<file path="src/design/ffp_pkg.sv">
// ----------------------------------------------------------------------------
// ffp_pkg
// Shared types and constants of the flame flicker pixel engine.
// ----------------------------------------------------------------------------
package ffp_pkg;

    // input item as captured at acceptance
    typedef struct packed {
        logic              kind;
        logic [4:0]        hue;
        logic signed [5:0] variation;
        logic [6:0]        gust_threshold;
        logic [7:0]        gust_target;
        logic [1:0]        gust_speed;
        logic signed [1:0] noise;
        logic [7:0]        recover_target;
        logic              last_pixel;
    } in_item_t;

    typedef struct packed {
        logic [7:0] red;
        logic [7:0] green;
        logic [7:0] white;
        logic [7:0] level;
        logic       frame_end;
    } out_item_t;

    // controller to datapath
    typedef struct packed {
        logic load;
        logic step1;
        logic step2;
        logic commit;
    } ctrl_cmd_t;

    typedef struct packed {
        logic       we;
        logic [7:0] index;
        logic [7:0] data;
    } cfg_wr_t;

    localparam logic KIND_WIND  = 1'b0;
    localparam logic KIND_PIXEL = 1'b1;

    localparam logic [7:0] CFG_FLAME_FLOOR   = 8'd0;
    localparam logic [7:0] CFG_FLAME_CEILING = 8'd1;
    localparam logic [7:0] CFG_GLOW_FLOOR    = 8'd2;
    localparam logic [7:0] CFG_GLOW_CEILING  = 8'd3;

    localparam logic [7:0] RST_FLAME_FLOOR   = 8'd30;
    localparam logic [7:0] RST_FLAME_CEILING = 8'd200;
    localparam logic [7:0] RST_GLOW_FLOOR    = 8'd110;
    localparam logic [7:0] RST_GLOW_CEILING  = 8'd240;
    localparam logic [7:0] RST_LEVEL         = 8'd90;
    localparam logic [1:0] RST_SPEED         = 2'd1;

    localparam logic [6:0] CALM_LIMIT = 7'd80;
    localparam logic [8:0] DIM_MARGIN = 9'd20;
    localparam logic [4:0] HUE_SPLIT  = 5'd10;

    localparam logic [1:0] SPEED_DIV10 = 2'd0;
    localparam logic [1:0] SPEED_DIV8  = 2'd1;
    localparam logic [1:0] SPEED_DIV6  = 2'd2;
    localparam logic [1:0] SPEED_DIV4  = 2'd3;

    // reciprocal multipliers, exact over the operand ranges used here
    localparam logic [15:0] RECIP_DIV10 = 16'd205;   // >> 11, x < 1029
    localparam logic [15:0] RECIP_DIV6  = 16'd171;   // >> 10, x < 512
    localparam logic [15:0] RECIP_WHITE = 16'd205;   // >> 12, x < 1024
    localparam logic [26:0] RECIP_LOW   = 27'd3277;  // >> 16, x < 16384
    localparam logic [26:0] RECIP_HIGH  = 27'd8739;  // >> 17, x < 10082

endpackage

</file>
<file path="src/design/ffp_if.sv">
// ----------------------------------------------------------------------------
// ffp interfaces
// Item, result and register write channels with valid/ready handshake.
// ----------------------------------------------------------------------------
interface ffp_item_if;
    logic              valid;
    logic              ready;
    logic              kind;
    logic [4:0]        hue;
    logic signed [5:0] variation;
    logic [6:0]        gust_threshold;
    logic [7:0]        gust_target;
    logic [1:0]        gust_speed;
    logic signed [1:0] noise;
    logic [7:0]        recover_target;
    logic              last_pixel;

    modport source (
        output valid, kind, hue, variation, gust_threshold, gust_target,
               gust_speed, noise, recover_target, last_pixel,
        input  ready
    );
    modport sink (
        input  valid, kind, hue, variation, gust_threshold, gust_target,
               gust_speed, noise, recover_target, last_pixel,
        output ready
    );
endinterface

interface ffp_result_if;
    logic       valid;
    logic       ready;
    logic [7:0] red;
    logic [7:0] green;
    logic [7:0] white;
    logic [7:0] level;
    logic       frame_end;

    modport source (
        output valid, red, green, white, level, frame_end,
        input  ready
    );
    modport sink (
        input  valid, red, green, white, level, frame_end,
        output ready
    );
endinterface

interface ffp_cfg_if;
    logic       valid;
    logic       ready;
    logic [7:0] index;
    logic [7:0] data;

    modport source (
        output valid, index, data,
        input  ready
    );
    modport sink (
        input  valid, index, data,
        output ready
    );
endinterface

</file>
<file path="src/design/ffp_ctrl.sv">
// ----------------------------------------------------------------------------
// ffp_ctrl
// Sequencer: accept, three datapath steps, commit into the output register.
// ----------------------------------------------------------------------------
module ffp_ctrl (
    input  logic              clk,
    input  logic              rst_n,
    input  logic              in_valid,
    output logic              in_ready,
    output logic              out_valid,
    input  logic              out_ready,
    output ffp_pkg::ctrl_cmd_t cmd
);
    import ffp_pkg::*;

    typedef enum logic [3:0] {
        ST_IDLE  = 4'b0001,
        ST_STEP1 = 4'b0010,
        ST_STEP2 = 4'b0100,
        ST_STEP3 = 4'b1000
    } state_t;

    state_t state_reg;
    state_t state_next;
    logic   out_valid_reg;
    logic   out_valid_next;
    logic   out_free;

    assign out_free  = !out_valid_reg || out_ready;
    assign in_ready  = (state_reg == ST_IDLE);
    assign out_valid = out_valid_reg;

    always_comb
    begin
        state_next     = state_reg;
        out_valid_next = out_valid_reg && !out_ready;
        cmd            = '0;
        case (state_reg)
            ST_IDLE:
            begin
                if (in_valid)
                begin
                    cmd.load   = 1'b1;
                    state_next = ST_STEP1;
                end
            end
            ST_STEP1:
            begin
                cmd.step1  = 1'b1;
                state_next = ST_STEP2;
            end
            ST_STEP2:
            begin
                cmd.step2  = 1'b1;
                state_next = ST_STEP3;
            end
            ST_STEP3:
            begin
                // hold until the output register can take the result
                if (out_free)
                begin
                    cmd.commit     = 1'b1;
                    out_valid_next = 1'b1;
                    state_next     = ST_IDLE;
                end
            end
            default:
            begin
                state_next = ST_IDLE;
            end
        endcase
    end

    always_ff @(posedge clk or negedge rst_n)
    begin
        if (!rst_n)
        begin
            state_reg     <= ST_IDLE;
            out_valid_reg <= 1'b0;
        end
        else
        begin
            state_reg     <= state_next;
            out_valid_reg <= out_valid_next;
        end
    end

endmodule

</file>
<file path="src/design/ffp_dp.sv">
// ----------------------------------------------------------------------------
// ffp_dp
// Datapath: flame state, registers, wind step and pixel colour arithmetic.
// ----------------------------------------------------------------------------
module ffp_dp (
    input  logic               clk,
    input  logic               rst_n,
    input  ffp_pkg::ctrl_cmd_t cmd,
    input  ffp_pkg::in_item_t  item_in,
    input  ffp_pkg::cfg_wr_t   cfg_wr,
    output ffp_pkg::out_item_t result_out
);
    import ffp_pkg::*;

    // configuration and flame state
    logic [7:0] flame_floor_reg;
    logic [7:0] flame_ceiling_reg;
    logic [7:0] glow_floor_reg;
    logic [7:0] glow_ceiling_reg;
    logic [7:0] global_reg;
    logic [7:0] filtered_reg;
    logic [7:0] goal_reg;
    logic [1:0] speed_reg;
    logic [7:0] tick_reg;
    logic [6:0] calm_reg;

    logic [7:0] global_next;
    logic [7:0] filtered_next;
    logic [7:0] goal_next;
    logic [1:0] speed_next;
    logic [7:0] tick_next;
    logic [6:0] calm_next;

    // payload pipeline registers
    in_item_t   item_reg;
    logic [7:0] abs_reg;
    logic       neg_reg;
    logic [7:0] b_reg;
    logic [5:0] q_reg;
    logic [12:0] prod_reg;
    logic [7:0] white_reg;
    logic       low_hue_reg;
    out_item_t  res_reg;

    logic [7:0] abs_next;
    logic       neg_next;
    logic [7:0] b_next;
    logic [5:0] q_next;
    logic [12:0] prod_next;
    logic [7:0] white_next;
    logic       low_hue_next;
    out_item_t  res_next;

    // step 1
    logic [7:0]        tick_inc;
    logic              gust;
    logic [7:0]        goal_sel;
    logic signed [8:0] gap;
    logic signed [8:0] gap_neg;
    logic signed [9:0] tgt_sum;
    logic signed [9:0] flame_lo;
    logic signed [9:0] flame_hi;
    logic [7:0]        tgt;
    logic [9:0]        b_sum;

    // step 2
    logic [15:0] q_prod;
    logic [15:0] q_full;
    logic [4:0]  hue_factor;
    logic [15:0] white_prod;

    // step 3
    logic signed [10:0] step_val;
    logic signed [10:0] g_sum;
    logic signed [10:0] glow_lo;
    logic signed [10:0] glow_hi;
    logic [7:0]         g_new;
    logic [8:0]         dim_limit;
    logic [6:0]         calm_inc;
    logic [26:0]        green_prod;
    logic [10:0]        green_full;
    logic [7:0]         green_sat;

    always_comb
    begin
        tick_inc = tick_reg + 8'd1;
        gust     = tick_inc > {1'b0, item_reg.gust_threshold};
        goal_sel = gust ? item_reg.gust_target : goal_reg;
        gap      = $signed({1'b0, goal_sel}) - $signed({1'b0, global_reg});
        gap_neg  = -gap;

        tgt_sum  = $signed({2'b00, global_reg})
                 + $signed({{4{item_reg.variation[5]}}, item_reg.variation});
        flame_lo = $signed({2'b00, flame_floor_reg});
        flame_hi = $signed({2'b00, flame_ceiling_reg});
        if (tgt_sum < flame_lo)
            tgt = flame_floor_reg;
        else if (tgt_sum > flame_hi)
            tgt = flame_ceiling_reg;
        else
            tgt = tgt_sum[7:0];
        // 3 * filtered + target, then / 4
        b_sum = {1'b0, filtered_reg, 1'b0} + {2'b00, filtered_reg} + {2'b00, tgt};

        q_prod = 16'(abs_reg) * RECIP_DIV10;
        case (speed_reg)
            SPEED_DIV10: q_full = q_prod >> 11;
            SPEED_DIV8:  q_full = 16'(abs_reg) >> 3;
            SPEED_DIV6:  q_full = (16'(abs_reg) * RECIP_DIV6) >> 10;
            SPEED_DIV4:  q_full = 16'(abs_reg) >> 2;
            default:     q_full = q_prod >> 11;
        endcase
        hue_factor = (item_reg.hue < HUE_SPLIT) ? item_reg.hue : item_reg.hue - HUE_SPLIT;
        white_prod = 16'(b_reg) * RECIP_WHITE;

        step_val = neg_reg ? -$signed({5'b0, q_reg}) : $signed({5'b0, q_reg});
        g_sum    = $signed({3'b000, global_reg}) + step_val
                 + $signed({{9{item_reg.noise[1]}}, item_reg.noise});
        glow_lo  = $signed({3'b000, glow_floor_reg});
        glow_hi  = $signed({3'b000, glow_ceiling_reg});
        if (g_sum < glow_lo)
            g_new = glow_floor_reg;
        else if (g_sum > glow_hi)
            g_new = glow_ceiling_reg;
        else
            g_new = g_sum[7:0];
        dim_limit = {1'b0, glow_floor_reg} + DIM_MARGIN;
        calm_inc  = calm_reg + 7'd1;

        if (low_hue_reg)
            green_prod = (27'(prod_reg) * RECIP_LOW) >> 16;
        else
            green_prod = (27'(prod_reg) * RECIP_HIGH) >> 17;
        green_full = green_prod[10:0];
        green_sat  = (green_full > 11'd255) ? 8'd255 : green_full[7:0];

        global_next   = global_reg;
        filtered_next = filtered_reg;
        goal_next     = goal_reg;
        speed_next    = speed_reg;
        tick_next     = tick_reg;
        calm_next     = calm_reg;
        abs_next      = abs_reg;
        neg_next      = neg_reg;
        b_next        = b_reg;
        q_next        = q_reg;
        prod_next     = prod_reg;
        white_next    = white_reg;
        low_hue_next  = low_hue_reg;
        res_next      = res_reg;

        if (cmd.step1)
        begin
            if (item_reg.kind == KIND_WIND)
            begin
                tick_next = gust ? 8'd0 : tick_inc;
                if (gust)
                begin
                    goal_next  = item_reg.gust_target;
                    speed_next = item_reg.gust_speed;
                end
                neg_next = gap[8];
                abs_next = gap[8] ? gap_neg[7:0] : gap[7:0];
            end
            else
            begin
                b_next        = b_sum[9:2];
                filtered_next = b_sum[9:2];
            end
        end

        if (cmd.step2)
        begin
            q_next       = q_full[5:0];
            prod_next    = 13'(hue_factor) * 13'(b_reg);
            low_hue_next = item_reg.hue < HUE_SPLIT;
            white_next   = white_prod[15:8] >> 4;
        end

        if (cmd.commit)
        begin
            if (item_reg.kind == KIND_WIND)
            begin
                global_next = g_new;
                if ({1'b0, g_new} < dim_limit)
                begin
                    if (calm_inc > CALM_LIMIT)
                    begin
                        calm_next = 7'd0;
                        goal_next = item_reg.recover_target;
                    end
                    else
                    begin
                        calm_next = calm_inc;
                    end
                end
                else if (calm_reg != 7'd0)
                begin
                    calm_next = calm_reg - 7'd1;
                end
                res_next = '{red: 8'd0, green: 8'd0, white: 8'd0, level: g_new,
                             frame_end: 1'b0};
            end
            else
            begin
                res_next = '{red: b_reg, green: green_sat, white: white_reg,
                             level: b_reg, frame_end: item_reg.last_pixel};
            end
        end
    end

    always_ff @(posedge clk or negedge rst_n)
    begin
        if (!rst_n)
        begin
            flame_floor_reg   <= RST_FLAME_FLOOR;
            flame_ceiling_reg <= RST_FLAME_CEILING;
            glow_floor_reg    <= RST_GLOW_FLOOR;
            glow_ceiling_reg  <= RST_GLOW_CEILING;
            global_reg        <= RST_LEVEL;
            filtered_reg      <= RST_LEVEL;
            goal_reg          <= RST_LEVEL;
            speed_reg         <= RST_SPEED;
            tick_reg          <= 8'd0;
            calm_reg          <= 7'd0;
        end
        else
        begin
            global_reg   <= global_next;
            filtered_reg <= filtered_next;
            goal_reg     <= goal_next;
            speed_reg    <= speed_next;
            tick_reg     <= tick_next;
            calm_reg     <= calm_next;
            if (cfg_wr.we)
            begin
                case (cfg_wr.index)
                    CFG_FLAME_FLOOR:   flame_floor_reg   <= cfg_wr.data;
                    CFG_FLAME_CEILING: flame_ceiling_reg <= cfg_wr.data;
                    CFG_GLOW_FLOOR:    glow_floor_reg    <= cfg_wr.data;
                    CFG_GLOW_CEILING:  glow_ceiling_reg  <= cfg_wr.data;
                    default:           ;
                endcase
            end
        end
    end

    always_ff @(posedge clk)
    begin
        if (cmd.load)
            item_reg <= item_in;
        abs_reg     <= abs_next;
        neg_reg     <= neg_next;
        b_reg       <= b_next;
        q_reg       <= q_next;
        prod_reg    <= prod_next;
        white_reg   <= white_next;
        low_hue_reg <= low_hue_next;
        res_reg     <= res_next;
    end

    assign result_out = res_reg;

endmodule

</file>
<file path="src/design/flame_flicker_pixel_engine.sv">
// ----------------------------------------------------------------------------
// flame_flicker_pixel_engine
// Candle-flame LED colour generator: wind ticks and pixel colour requests.
// ----------------------------------------------------------------------------
// a result enters the output register at the commit step after its request is accepted
// a new request is accepted only after the previous one has passed the accept state and the
//   three-step datapath sequence (gap or target, reciprocal multiply, clamp and commit)
// a result waiting in the output register stalls only the commit step
// reset: asynchronous, loads flame state start values and register defaults
module flame_flicker_pixel_engine (
    input logic         clk,
    input logic         rst_n,
    ffp_item_if.sink    item,
    ffp_result_if.source result,
    ffp_cfg_if.sink     cfg
);
    import ffp_pkg::*;

    ctrl_cmd_t cmd;
    in_item_t  item_in;
    out_item_t result_out;
    cfg_wr_t   cfg_wr;

    assign item_in = '{kind: item.kind, hue: item.hue, variation: item.variation,
                       gust_threshold: item.gust_threshold,
                       gust_target: item.gust_target, gust_speed: item.gust_speed,
                       noise: item.noise, recover_target: item.recover_target,
                       last_pixel: item.last_pixel};

    assign cfg.ready = 1'b1;
    assign cfg_wr    = '{we: cfg.valid, index: cfg.index, data: cfg.data};

    ffp_ctrl u_ctrl (
        .clk       (clk),
        .rst_n     (rst_n),
        .in_valid  (item.valid),
        .in_ready  (item.ready),
        .out_valid (result.valid),
        .out_ready (result.ready),
        .cmd       (cmd)
    );

    ffp_dp u_dp (
        .clk        (clk),
        .rst_n      (rst_n),
        .cmd        (cmd),
        .item_in    (item_in),
        .cfg_wr     (cfg_wr),
        .result_out (result_out)
    );

    assign result.red       = result_out.red;
    assign result.green     = result_out.green;
    assign result.white     = result_out.white;
    assign result.level     = result_out.level;
    assign result.frame_end = result_out.frame_end;

endmodule

</file>
<file path="src/flat_wrapper.sv">
// flat-port wrapper written by rule: the top's interface ports become plain ports
module flame_flicker_pixel_engine_flat import ffp_pkg::*;
  (clk, rst_n, item_valid, item_kind, item_hue, item_variation, item_gust_threshold, item_gust_target, item_gust_speed, item_noise, item_recover_target, item_last_pixel, item_ready, result_valid, result_red, result_green, result_white, result_level, result_frame_end, result_ready, cfg_valid, cfg_index, cfg_data, cfg_ready);
  ffp_item_if item_i ();
  ffp_result_if result_i ();
  ffp_cfg_if cfg_i ();
  input logic clk;
  input logic rst_n;
  input wire logic [$bits(item_i.valid)-1:0] item_valid;
  input wire logic [$bits(item_i.kind)-1:0] item_kind;
  input wire logic [$bits(item_i.hue)-1:0] item_hue;
  input wire logic [$bits(item_i.variation)-1:0] item_variation;
  input wire logic [$bits(item_i.gust_threshold)-1:0] item_gust_threshold;
  input wire logic [$bits(item_i.gust_target)-1:0] item_gust_target;
  input wire logic [$bits(item_i.gust_speed)-1:0] item_gust_speed;
  input wire logic [$bits(item_i.noise)-1:0] item_noise;
  input wire logic [$bits(item_i.recover_target)-1:0] item_recover_target;
  input wire logic [$bits(item_i.last_pixel)-1:0] item_last_pixel;
  output wire logic [$bits(item_i.ready)-1:0] item_ready;
  output wire logic [$bits(result_i.valid)-1:0] result_valid;
  output wire logic [$bits(result_i.red)-1:0] result_red;
  output wire logic [$bits(result_i.green)-1:0] result_green;
  output wire logic [$bits(result_i.white)-1:0] result_white;
  output wire logic [$bits(result_i.level)-1:0] result_level;
  output wire logic [$bits(result_i.frame_end)-1:0] result_frame_end;
  input wire logic [$bits(result_i.ready)-1:0] result_ready;
  input wire logic [$bits(cfg_i.valid)-1:0] cfg_valid;
  input wire logic [$bits(cfg_i.index)-1:0] cfg_index;
  input wire logic [$bits(cfg_i.data)-1:0] cfg_data;
  output wire logic [$bits(cfg_i.ready)-1:0] cfg_ready;
  assign item_i.valid = item_valid;
  assign item_i.kind = item_kind;
  assign item_i.hue = item_hue;
  assign item_i.variation = item_variation;
  assign item_i.gust_threshold = item_gust_threshold;
  assign item_i.gust_target = item_gust_target;
  assign item_i.gust_speed = item_gust_speed;
  assign item_i.noise = item_noise;
  assign item_i.recover_target = item_recover_target;
  assign item_i.last_pixel = item_last_pixel;
  assign item_ready = item_i.ready;
  assign result_valid = result_i.valid;
  assign result_red = result_i.red;
  assign result_green = result_i.green;
  assign result_white = result_i.white;
  assign result_level = result_i.level;
  assign result_frame_end = result_i.frame_end;
  assign result_i.ready = result_ready;
  assign cfg_i.valid = cfg_valid;
  assign cfg_i.index = cfg_index;
  assign cfg_i.data = cfg_data;
  assign cfg_ready = cfg_i.ready;
  flame_flicker_pixel_engine u_core (.clk(clk), .rst_n(rst_n), .item(item_i), .result(result_i), .cfg(cfg_i));
endmodule
</file>
<file path="config.mk">
export PLATFORM = sky130hd
export DESIGN_NAME = flame_flicker_pixel_engine_flat
export DESIGN_NICKNAME = d
export VERILOG_FILES = /design/src/design/ffp_pkg.sv /design/src/design/ffp_if.sv /design/src/design/ffp_ctrl.sv /design/src/design/ffp_dp.sv /design/src/design/flame_flicker_pixel_engine.sv /design/src/flat_wrapper.sv
export SDC_FILE = /design/constraint.sdc
export NUM_CORES = 1
export LEC_CHECK = 0
export BUFFER_PORTS_ARGS = -buffer_cell sky130_fd_sc_hd__buf_2
export CAP_MARGIN = 20
export CORE_ASPECT_RATIO = 1.4
export CORE_MARGIN = 4
export CORE_UTILIZATION = 30
export CTS_CLUSTER_SIZE = 20
export DETAILED_ROUTE_END_ITERATION = 10
export HOLD_SLACK_MARGIN = 0.1
export PLACE_DENSITY = 0.45
export SYNTH_ARGS = -nofsm -noshare
export SYNTH_HDL_FRONTEND = slang
export SYNTH_HIERARCHICAL = 1
export SYNTH_SLANG_ARGS = --single-unit
</file>
<file path="constraint.sdc">
create_clock -name clk -period 7.5 [get_ports clk]
set_clock_uncertainty 0.15 [all_clocks]
set_input_delay 0.375 -clock clk [delete_from_list [all_inputs] [get_ports clk]]
set_output_delay 0.375 -clock clk [all_outputs]
set_load 0.01 [all_outputs]
</file>
==> flow_metrics.env, run 1 <==
export IMPL_status="completed"
export IMPL_final_cell_mix="381 x ha_1, 354 x inv_1, 133 x fa_1"
export IMPL_max_clock_path_buffers=2
export IMPL_critPathMaxFanout=10
export IMPL_rsz0062_at_grt="false"
export IMPL_yosysWarningCount=6
export IMPL_fp_dieW_um=225
export IMPL_worstSetupPathType="flip-flop to flip-flop"
export IMPL_drv_cap=0
export IMPL_postCtsSetupBuffers=0
export IMPL_setup_viol=0
export IMPL_cts_made_buffers=17
export IMPL_largest_register_ffs=40
export IMPL_fin_crit_ps=6970
export IMPL_synth_top_cell_area_share=0.241
export IMPL_start_util=0.302
export IMPL_io_buffers=91
export IMPL_worstSetupEndpointType="flip-flop"
export IMPL_p_sw_frac=0.480
export IMPL_syn_avg_cell_area_um2=10.2
export IMPL_tns_ps=0
export IMPL_clock_root_buffer="clkbuf_16"
export IMPL_slowest_delay_ps=440
export IMPL_tightest_slew_ps=813
export IMPL_die_area_um2=70100
export IMPL_synth_area_leaders="ha_1 24%, edfxtp_1 17%, fa_1 13%"
export IMPL_cp_start_kind="flip-flop"
export IMPL_ys_seq_area_frac=0.268
export IMPL_cts_sinks=188
export IMPL_area_growth_pct=13.4
export IMPL_synth_seq_cells=188
export IMPL_p_leak_nw=11.1
export IMPL_tritoncts="done"
export IMPL_cp_required_ps=7730
export IMPL_final_max_slew_viol_count=0
export IMPL_synth_edf_count=110
export IMPL_final_common_cell="ha_1"
export IMPL_fin_nets=2670
export IMPL_p_switching_mw=4.46
export IMPL_seq_power_share=0.179
export IMPL_slew_headroom=0.458
export IMPL_htree_num_levels=4
export IMPL_core_area_um2=65400
export IMPL_async_flop_share=0.415
export IMPL_grt_pass1_vias=15100
export IMPL_crit_top_cell="ha_1"
export IMPL_vias=14100
export IMPL_drt_pass1_iter_count=5
export IMPL_clockPowerShare=0.100
export IMPL_grt_max_degree=59
export IMPL_drt_wl_total_um=47400
export IMPL_timing_fmax_mhz=144
export IMPL_worstPathArrival_ps=7200
export IMPL_synth_top_flop_cell="edfxtp_1"
export IMPL_hold_path_class="input pin to async pin"
export IMPL_ant_nets=0
export IMPL_p_comb_frac=0.721
export IMPL_gp_congestion=0.848
export IMPL_synth_cell_type_count=87
export IMPL_synth_area_um2=19800
export IMPL_n_antenna_cell=0
export IMPL_synth_cells=1944
export IMPL_rows=111
export IMPL_hpwl_um=39300
export IMPL_clk_latency_ps=490
export IMPL_die_h_um=312
export IMPL_drc_errors=0
export IMPL_grt_antenna_before_repair=1
export IMPL_io_pins=97
export IMPL_hold_viol_final=0
export IMPL_finalCritPeriodShare=0.929
export IMPL_clkSlewWorstSetupHoldPaths_ps=90
export IMPL_fin_total_pwr_mw=9.30
export IMPL_grt_pass1_wl_um=78300
export IMPL_drtIter0Drc=428
export IMPL_yosys_area_top_type="ha_1"
export IMPL_grtUsageTotal=0.141
export IMPL_overflow=0
export IMPL_ir_worst_vdd_uv=242
export IMPL_post_drt_wl_per_cell_um=16.0
export IMPL_viasPerCell=4.76
export IMPL_internal_power_mw=4.84
export IMPL_slowest_stage="fa_1"
export IMPL_powerDensity_nw_per_um2=415
export IMPL_drive_gt1_frac=0.118
[cell families after synthesis]
family,synth area share
other,0.000380
XOR/XNOR,0.0397
flip-flops,0.268
adder cells (fa/ha/maj),0.376
buffers and inverters,0.0760
multiplexers,0.0298
AND/OR/NAND/NOR,0.0931
AO/OA/AOI/OAI,0.117
[layout make-up]
class	instances	area [um2]
Tap cell	847	1060
Inverter	355	1330
Sequential cell	188	5290
Multi-Input combinational cell	1369	13000
Fill cell	6612	43000
Clock inverter	14	145
Clock buffer	18	439
Timing Repair Buffer	164	1130
[final timing paths]
| check | from | end | slack (ps) | depth (start not counted) |
|---|---|---|---|---|
| worst min-delay path | rst_n | u_core/u_dp/flame_floor_reg[7]$_DFFE_PN0P_ | 160 | 2 |
| min in group clk | cfg_index[0] | u_core/u_dp/flame_floor_reg[4]$_DFFE_PN1P_ | 220 | 5 |
| max in group asynchronous | rst_n | u_core/u_dp/goal_reg[0]$_DFF_PN0_ | 5930 | 3 |
| worst max register to register | u_core/u_dp/q_reg[0]$_DFFE_PP_ | u_core/u_dp/calm_reg[3]$_DFFE_PN0P_ | 530 | 29 |
| worst min register to register | u_core/u_dp/item_reg[7]$_DFFE_PP_ | u_core/u_dp/goal_reg[6]$_DFF_PN1_ | 300 | 2 |
| worst max-delay path | u_core/u_dp/q_reg[0]$_DFFE_PP_ | u_core/u_dp/calm_reg[3]$_DFFE_PN0P_ | 530 | 29 |
[worst max-delay path, delay by kind of cell, from the launching register on]
kind	cells	cell delay, ps
adder cells (fa/ha/maj)	5	1470
buffers and inverters	4	600
AND/OR/NAND/NOR	5	1000
flip-flops	1	430
AO/OA/AOI/OAI	13	2750
XOR/XNOR	2	450
[cell usage after synthesis, types with 13 or more instances]
cell and instances:
ha_1 381, inv_1 354, fa_1 133, nand2_1 126, edfxtp_1 110, o21ai_0 80
a21oi_1 72, nor2_1 60, xnor2_1 57, and2_1 48, dfrtp_1 48, mux2_2 35
dfstp_2 30, a21o_1 29, nand3_1 27, nor3_1 26, o21a_1 26, xor2_1 25
clkbuf_1 23, o211ai_1 17, o21bai_1 17, mux2i_1 15, nor2b_1 15, and3_1 13
o31ai_1 13
[power by group through the flow]
stage                     logic, mW  clock network (mW)  registers (mW)
after global placement         6.61                   0            1.69
after floorplan                5.07                   0            1.59
after detailed placement       6.74                   0            1.69
after global routing           7.82                1.01            1.69
after CTS                      6.81               0.971            1.67
final                          6.71               0.929            1.66
[through the flow]
stage          hold slack, ps  setup WS, ps  instance area [um2]  utilization  std cells
2_1_floorplan           -70.6          1020                19800            -       1947
5_1_grt                   173          37.4                22400        0.343       2955
3_5_place_dp              143           359                21300        0.325       2872
6_report                  157           533                22400        0.343       2955
4_1_cts                   127           338                22400        0.342       2955
3_3_place_gp              141           438                21300        0.325       2872
[repair_timing]
action / CTS / global route
hold buffers: 51 / 0
endpoints found under the hold margin: 91 / 0
setup endpoints to repair: 0 / 14
gates resized for setup: 0 / 5
[per-layer routing]
layer	up-vias	GRT usage	share of wire
met1	6832	0.163	0.41
met3	57	0.0204	0.028
li1	6961	-	-
met5	-	0	0
met4	0	0.0490	0.028
met2	216	0.264	0.53
Note: power is estimated with default switching activity, not from simulation.
==> run 2, diff against run 1 <==
--- a/config.mk
+++ b/config.mk
@@ -13,7 +13,8 @@
 export CTS_CLUSTER_SIZE = 20
 export DETAILED_ROUTE_END_ITERATION = 10
 export HOLD_SLACK_MARGIN = 0.1
-export PLACE_DENSITY = 0.45
+export PLACE_DENSITY = 0.47
+export SKIP_LAST_GASP = 1
 export SYNTH_ARGS = -nofsm -noshare
 export SYNTH_HDL_FRONTEND = slang
 export SYNTH_HIERARCHICAL = 1
==> run 2 against run 1 <==
Compared with the run above: design area up 0.14%; combinational power down 0.6%; via count is 1.1% lower; global-route usage fell by 0.23 points; clock power increased by 3.4%; critical path depth decreased by 1; clock-buffer cell count down 1; first-iteration DRC count rose by 5.6%; cell count down 0.14%.
==> flow_metrics.env, run 2 (synthesis gave the netlist of run 1 again) <==
export IMPL_status="completed"
export IMPL_r2r_cells=28
export IMPL_core_area_um2=65400
export IMPL_area_growth_pct=13.6
export IMPL_drive_gt1_frac=0.116
export IMPL_timing_fmax_mhz=144
export IMPL_post_drt_wl_per_cell_um=15.9
export IMPL_io_pins=97
export IMPL_use_met1=0.163
export IMPL_die_h_um=312
export IMPL_slowest_delay_ps=450
export IMPL_fin_cells=2951
export IMPL_hold_end="u_core/u_dp/flame_floor_reg[1]$_DFFE_PN1P_"
export IMPL_drc_errors=0
export IMPL_met2_usage=0.261
export IMPL_worstSetupEndpointType="flip-flop"
export IMPL_fin_nets=2666
export IMPL_crit_top_cell="ha_1"
export IMPL_cp_required_ps=7720
export IMPL_drtIter0Drc=452
export IMPL_overflow=0
export IMPL_place_area_um2=21300
export IMPL_fill_cells=6633
export IMPL_die_area_um2=70100
export IMPL_critPathMaxFanout=14
export IMPL_io_buffers=91
export IMPL_grt_pass1_wl_um=77300
export IMPL_ant_nets=0
export IMPL_r2r_start="u_core/u_dp/q_reg[0]$_DFFE_PP_"
export IMPL_r2r_end="u_core/u_dp/calm_reg[3]$_DFFE_PN0P_"
export IMPL_rsz0062_at_grt="false"
export IMPL_worstHoldStart="cfg_index[0]"
export IMPL_slowest_stage="fa_1"
export IMPL_viasPerCell=4.71
export IMPL_powerDensity_nw_per_um2=414
export IMPL_placedCellCount=2867
export IMPL_grt_pass1_vias=14800
export IMPL_hold_path_depth=5
export IMPL_worstPathArrival_ps=7150
export IMPL_grt_antenna_before_repair=0
export IMPL_r2r_setup_slack_ps=570
export IMPL_final_common_cell="ha_1"
export IMPL_drt_pass1_iter_count=5
export IMPL_stdcell_area_um2=22400
export IMPL_hold_viol_final=0
export IMPL_grtUsageTotal=0.139
export IMPL_drt_wl_total_um=46900
export IMPL_final_max_slew_viol_count=0
export IMPL_slew_headroom=0.358
export IMPL_finalCritPeriodShare=0.925
export IMPL_largest_register_ffs=40
export IMPL_met3_usage=0.0224
export IMPL_tightest_slew_ps=963
export IMPL_clock_root_buffer="clkbuf_16"
export IMPL_tns_ps=0
export IMPL_final_cell_mix="381 x ha_1, 354 x inv_1, 133 x fa_1"
export IMPL_cts_sinks=188
export IMPL_gp_congestion=0.892
export IMPL_drv_cap=0
export IMPL_clkSlewWorstSetupHoldPaths_ps=80
export IMPL_grt_max_degree=69
export IMPL_htree_num_levels=4
export IMPL_fp_dieW_um=225
export IMPL_start_util=0.302
export IMPL_cts_made_buffers=17
export IMPL_hold_path_class="input pin to flip-flop"
export IMPL_setup_viol=0
export IMPL_fin_ws_ps=566
export IMPL_tritoncts="done"
export IMPL_holdWs_ps=225
export IMPL_p_leak_nw=11.1
export IMPL_regArea_um2=5290
export IMPL_fin_crit_ps=6930
export IMPL_clk_latency_ps=490
export IMPL_busiest_layer="met2"
export IMPL_ir_worst_vdd_uv=221
export IMPL_vias=13900
export IMPL_pre_cts_ws_ps=317
export IMPL_postCtsSetupBuffers=0
export IMPL_rows=111
export IMPL_multi_input_area_um2=13000
export IMPL_max_clock_path_buffers=2
export IMPL_hpwl_um=38700
export IMPL_n_antenna_cell=0
export IMPL_worstSetupPathType="flip-flop to flip-flop"
export IMPL_cp_start_kind="flip-flop"
-- run 2: metrics by stage --
stage	power, mW	util
after floorplan	6.66	-
after global placement	8.24	0.325
after detailed placement	8.37	0.325
after CTS	9.43	0.342
after global routing	10.5	0.343
final	9.30	0.343
-- run 2: timing repair --
action	CTS	global route
endpoints found under the setup margin	0	15
resized for setup	0	8
hold buffers	52	0
endpoints found under the hold margin	84	0
-- run 2: worst max-delay path: cells and delay by family, from the launching register on --
| kind | cells | cell delay (ps) |
|---|---|---|
| AOI/OAI and AO/OA | 13 | 2940 |
| xor gates and xnor gates | 2 | 430 |
| adders and majority gates | 5 | 1480 |
| buffers and inverters | 3 | 380 |
| DFF | 1 | 430 |
| and+or+nand+nor | 5 | 980 |
-- run 2: layout make-up --
type,instances,area share
Clock buffer,17,0.0190
Sequential cell,188,0.236
Inverter,355,0.0594
Clock inverter,15,0.00892
Tap cell,847,0.0472
Multi-Input combinational cell,1369,0.580
Timing Repair Buffer,160,0.0493
-- run 2: layer usage --
layer,share of wire,vias up
met5,0,-
li1,-,6948
met3,0.026,45
met2,0.53,189
met1,0.42,6729
met4,0.020,0
-- run 2: where the power goes --
group	internal (mW)	total [mW]	switching, mW
logic	2.90	6.67	3.78
registers	1.47	1.66	0.193
clock network	0.483	0.961	0.479
total	4.85	9.30	4.45
-- run 2: worst max path at each step --
stage	to	from	slack, ps
6_report	u_core/u_dp/calm_reg[3]$_DFFE_PN0P_	u_core/u_dp/q_reg[0]$_DFFE_PP_	570
5_1_grt	u_core/u_dp/calm_reg[3]$_DFFE_PN0P_	u_core/u_dp/q_reg[0]$_DFFE_PP_	9
4_1_cts	u_core/u_dp/calm_reg[3]$_DFFE_PN0P_	u_core/u_dp/q_reg[0]$_DFFE_PP_	280
3_5_place_dp	u_core/u_dp/calm_reg[3]$_DFFE_PN0P_	u_core/u_dp/q_reg[0]$_DFFE_PP_	320
3_3_place_gp	u_core/u_dp/calm_reg[3]$_DFFE_PN0P_	u_core/u_dp/q_reg[0]$_DFFE_PP_	360
2_1_floorplan	u_core/u_dp/calm_reg[2]$_DFFE_PN0P_	u_core/u_dp/q_reg[0]$_DFFE_PP_	1020
==> run 3, diff against run 2 <==
--- a/config.mk
+++ b/config.mk
@@ -5,6 +5,7 @@
 export SDC_FILE = /design/constraint.sdc
 export NUM_CORES = 1
 export LEC_CHECK = 0
+export ABC_AREA = 1
 export BUFFER_PORTS_ARGS = -buffer_cell sky130_fd_sc_hd__buf_2
 export CAP_MARGIN = 20
 export CORE_ASPECT_RATIO = 1.4
==> constraint.sdc (replaced) <==
create_clock -name clk -period 8 [get_ports clk]
set_clock_uncertainty 0.15 [all_clocks]
set_input_delay 0.4 -clock clk [delete_from_list [all_inputs] [get_ports clk]]
set_output_delay 0.4 -clock clk [all_outputs]
set_load 0.01 [all_outputs]
==> run 3 against run 2 <==
Compared with the run above: setup slack gained 1000 ps; hold slack lost 76 ps; sequential share of layout area shrank 0.76 points; wire length grew 8.9%; register-to-register slack gained 1000 ps; non-clock buffer count shrank 14; core utilization shrank 0.14 points; synthesized area grew 4.1%; fmax grew 7.9%; global-route usage grew 0.61 points; sequential cell count is the same; critical endpoint is now u_core/u_dp/goal_reg[0]$_DFF_PN0_.
==> flow_metrics.env, run 3 <==
export IMPL_fp_dieW_um=229
export IMPL_vias=15700
export IMPL_async_flop_share=0.415
export IMPL_tightest_slew_ps=889
export IMPL_post_drt_wl_per_cell_um=14.9
export IMPL_finalCritPeriodShare=0.803
export IMPL_n_antenna_cell=0
export IMPL_grtUsageTotal=0.145
export IMPL_fin_nets=3122
export IMPL_cp_start_kind="flip-flop"
export IMPL_r2r_cells=28
export IMPL_drc_errors=0
export IMPL_synth_top_cell_area_share=0.232
export IMPL_cp_required_ps=8230
export IMPL_final_common_cell="inv_1"
export IMPL_cts_resized=0
export IMPL_grt_antenna_before_repair=0
export IMPL_core_area_um2=67900
export IMPL_synthTopCellsByCount="554 x inv_1, 409 x nand2_1, 381 x ha_1"
export IMPL_cp_top_family="compound AO/OA/AOI/OAI gates"
export IMPL_placedCellCount=3338
export IMPL_synth_area_leaders="ha_1 23%, edfxtp_1 16%, fa_1 13%"
export IMPL_clock_root_buffer="clkbuf_16"
export IMPL_drt_pass1_iter_count=5
export IMPL_ant_nets=0
export IMPL_hold_path_class="input pin to flip-flop"
export IMPL_synth_cell_type_count=62
export IMPL_overflow=0
export IMPL_synth_most_common_cell="inv_1"
export IMPL_yosys_area_top_type="ha_1"
export IMPL_syn_avg_cell_area_um2=8.56
export IMPL_fin_cells=3422
export IMPL_setup_viol=0
export IMPL_synth_cells=2403
export IMPL_cp_depth=28
export IMPL_rows=113
export IMPL_worstSetupEndpointType="flip-flop"
export IMPL_die_area_um2=72900
export IMPL_synth_area_um2=20600
export IMPL_grt_pass1_wl_um=84600
export IMPL_largest_register_ffs=40
export IMPL_final_max_slew_viol_count=0
export IMPL_hold_viol_final=0
export IMPL_slowest_delay_ps=630
export IMPL_yosys_mux_area_fraction=0
export IMPL_cts_sinks=188
export IMPL_worstPathArrival_ps=6650
export IMPL_cp_num_buf_inv=4
export IMPL_drtIter0Drc=625
export IMPL_area_growth_pct=12.7
export IMPL_synth_seq_cells=188
export IMPL_status="completed"
export IMPL_hpwl_um=43100
export IMPL_htree_num_levels=4
export IMPL_tns_ps=0
export IMPL_viasPerCell=4.60
export IMPL_timing_fmax_mhz=156
export IMPL_cts_made_buffers=17
export IMPL_yosysWarningCount=6
export IMPL_clk_latency_ps=490
export IMPL_grt_max_degree=75
export IMPL_synth_compound_area_share=0.0950
export IMPL_synth_xor_area_frac=0.0345
export IMPL_synthAdderAreaFrac=0.361
export IMPL_fin_util=0.342
export IMPL_holdWs_ps=148
export IMPL_grt_pass1_vias=16700
export IMPL_synth_simple_gate_area_share=0.144
export IMPL_slew_headroom=0.401
export IMPL_final_cell_mix="554 x inv_1, 409 x nand2_1, 381 x ha_1"
export IMPL_gp_congestion=0.861
export IMPL_synth_top_flop_cell="edfxtp_1"
export IMPL_hold_path_depth=3
export IMPL_tritoncts="done"
export IMPL_synth_edf_count=110
export IMPL_synth_top_family_by_area="adder cells"
export IMPL_critPathMaxFanout=16
export IMPL_start_util=0.303
export IMPL_postCtsSetupBuffers=0
export IMPL_fin_crit_ps=6430
export IMPL_max_clock_path_buffers=2
export IMPL_drive_gt1_frac=0.0801
export IMPL_io_buffers=91
export IMPL_die_h_um=318
export IMPL_slowest_stage="a221oi_4"
export IMPL_ys_seq_area_frac=0.257
export IMPL_worstSetupPathType="flip-flop to flip-flop"
export IMPL_clkSlewWorstSetupHoldPaths_ps=80
export IMPL_drt_wl_total_um=51000
export IMPL_rsz0062_at_grt="false"
export IMPL_io_pins=97
export IMPL_drv_cap=0
run 3: path summary, 6_finish.rpt:
path                                                    startpoint                                     endpoint  slack (ps)
max reg2reg                         u_core/u_dp/q_reg[0]$_DFFE_PP_            u_core/u_dp/goal_reg[0]$_DFF_PN0_        1570
min                                                    cfg_data[3]  u_core/u_dp/glow_ceiling_reg[3]$_DFFE_PN0P_         150
min in group asynchronous                                    rst_n      u_core/u_dp/filtered_reg[6]$_DFFE_PN1P_         260
min reg2reg                u_core/u_dp/filtered_reg[6]$_DFFE_PN1P_      u_core/u_dp/filtered_reg[6]$_DFFE_PN1P_         330
max                                 u_core/u_dp/q_reg[0]$_DFFE_PP_            u_core/u_dp/goal_reg[0]$_DFF_PN0_        1570
max in group asynchronous                                    rst_n         u_core/u_dp/speed_reg[0]$_DFFE_PN1P_        6660
run 3: timing repair:
action	in CTS	in global routing
endpoints found under the hold margin	65	0
setup endpoints to repair	0	0
hold buffers	49	0
run 3: routing by layer:
metal	vias up	wire, um	part of all wire	GRT usage
met4	0	1580	0.031	0.0505
met5	-	0	0	0
li1	7997	-	-	-
met1	7422	21000	0.41	0.167
met2	243	27000	0.53	0.271
met3	71	1450	0.028	0.0218
run 3: final cells by class:
type                    count  area, um2
clock buffers              17        425
clock inverters            15        154
fillers                  7076      44700
inverters                 558       2090
multi-input cells        1636      13100
flip-flops and latches    188       5290
well taps                 862       1080
repair buffers            146       1050
run 3: per-stage QoR:
stage / area [um2] / setup WS, ps
6_report: 23200 / 1570
2_1_floorplan: 20600 / 2580
3_3_place_gp: 22000 / 1780
5_1_grt: 23200 / 918
3_5_place_dp: 22000 / 1600
4_1_cts: 23100 / 1570
run 3: kinds of logic (layout without fill, tap and decap cells):
group | after synthesis | in the layout
adders and majority gates | 514 | 514
AOI/OAI and AO/OA | 337 | 337
and+or+nand+nor | 699 | 699
buffers and inverters | 582 | 736
DFF | 188 | 188
other | 2 | 5
xor gates and xnor gates | 81 | 81
run 3: tightest hold or removal path, cell delays in order:
cell	delay (ps)
buf_2	80
inv_1	100
o21ai_0	170
Power of run 3 is left out: the tool's default activity adds up to more than one toggle a clock period on the data nets, which glitch-free logic cannot reach.
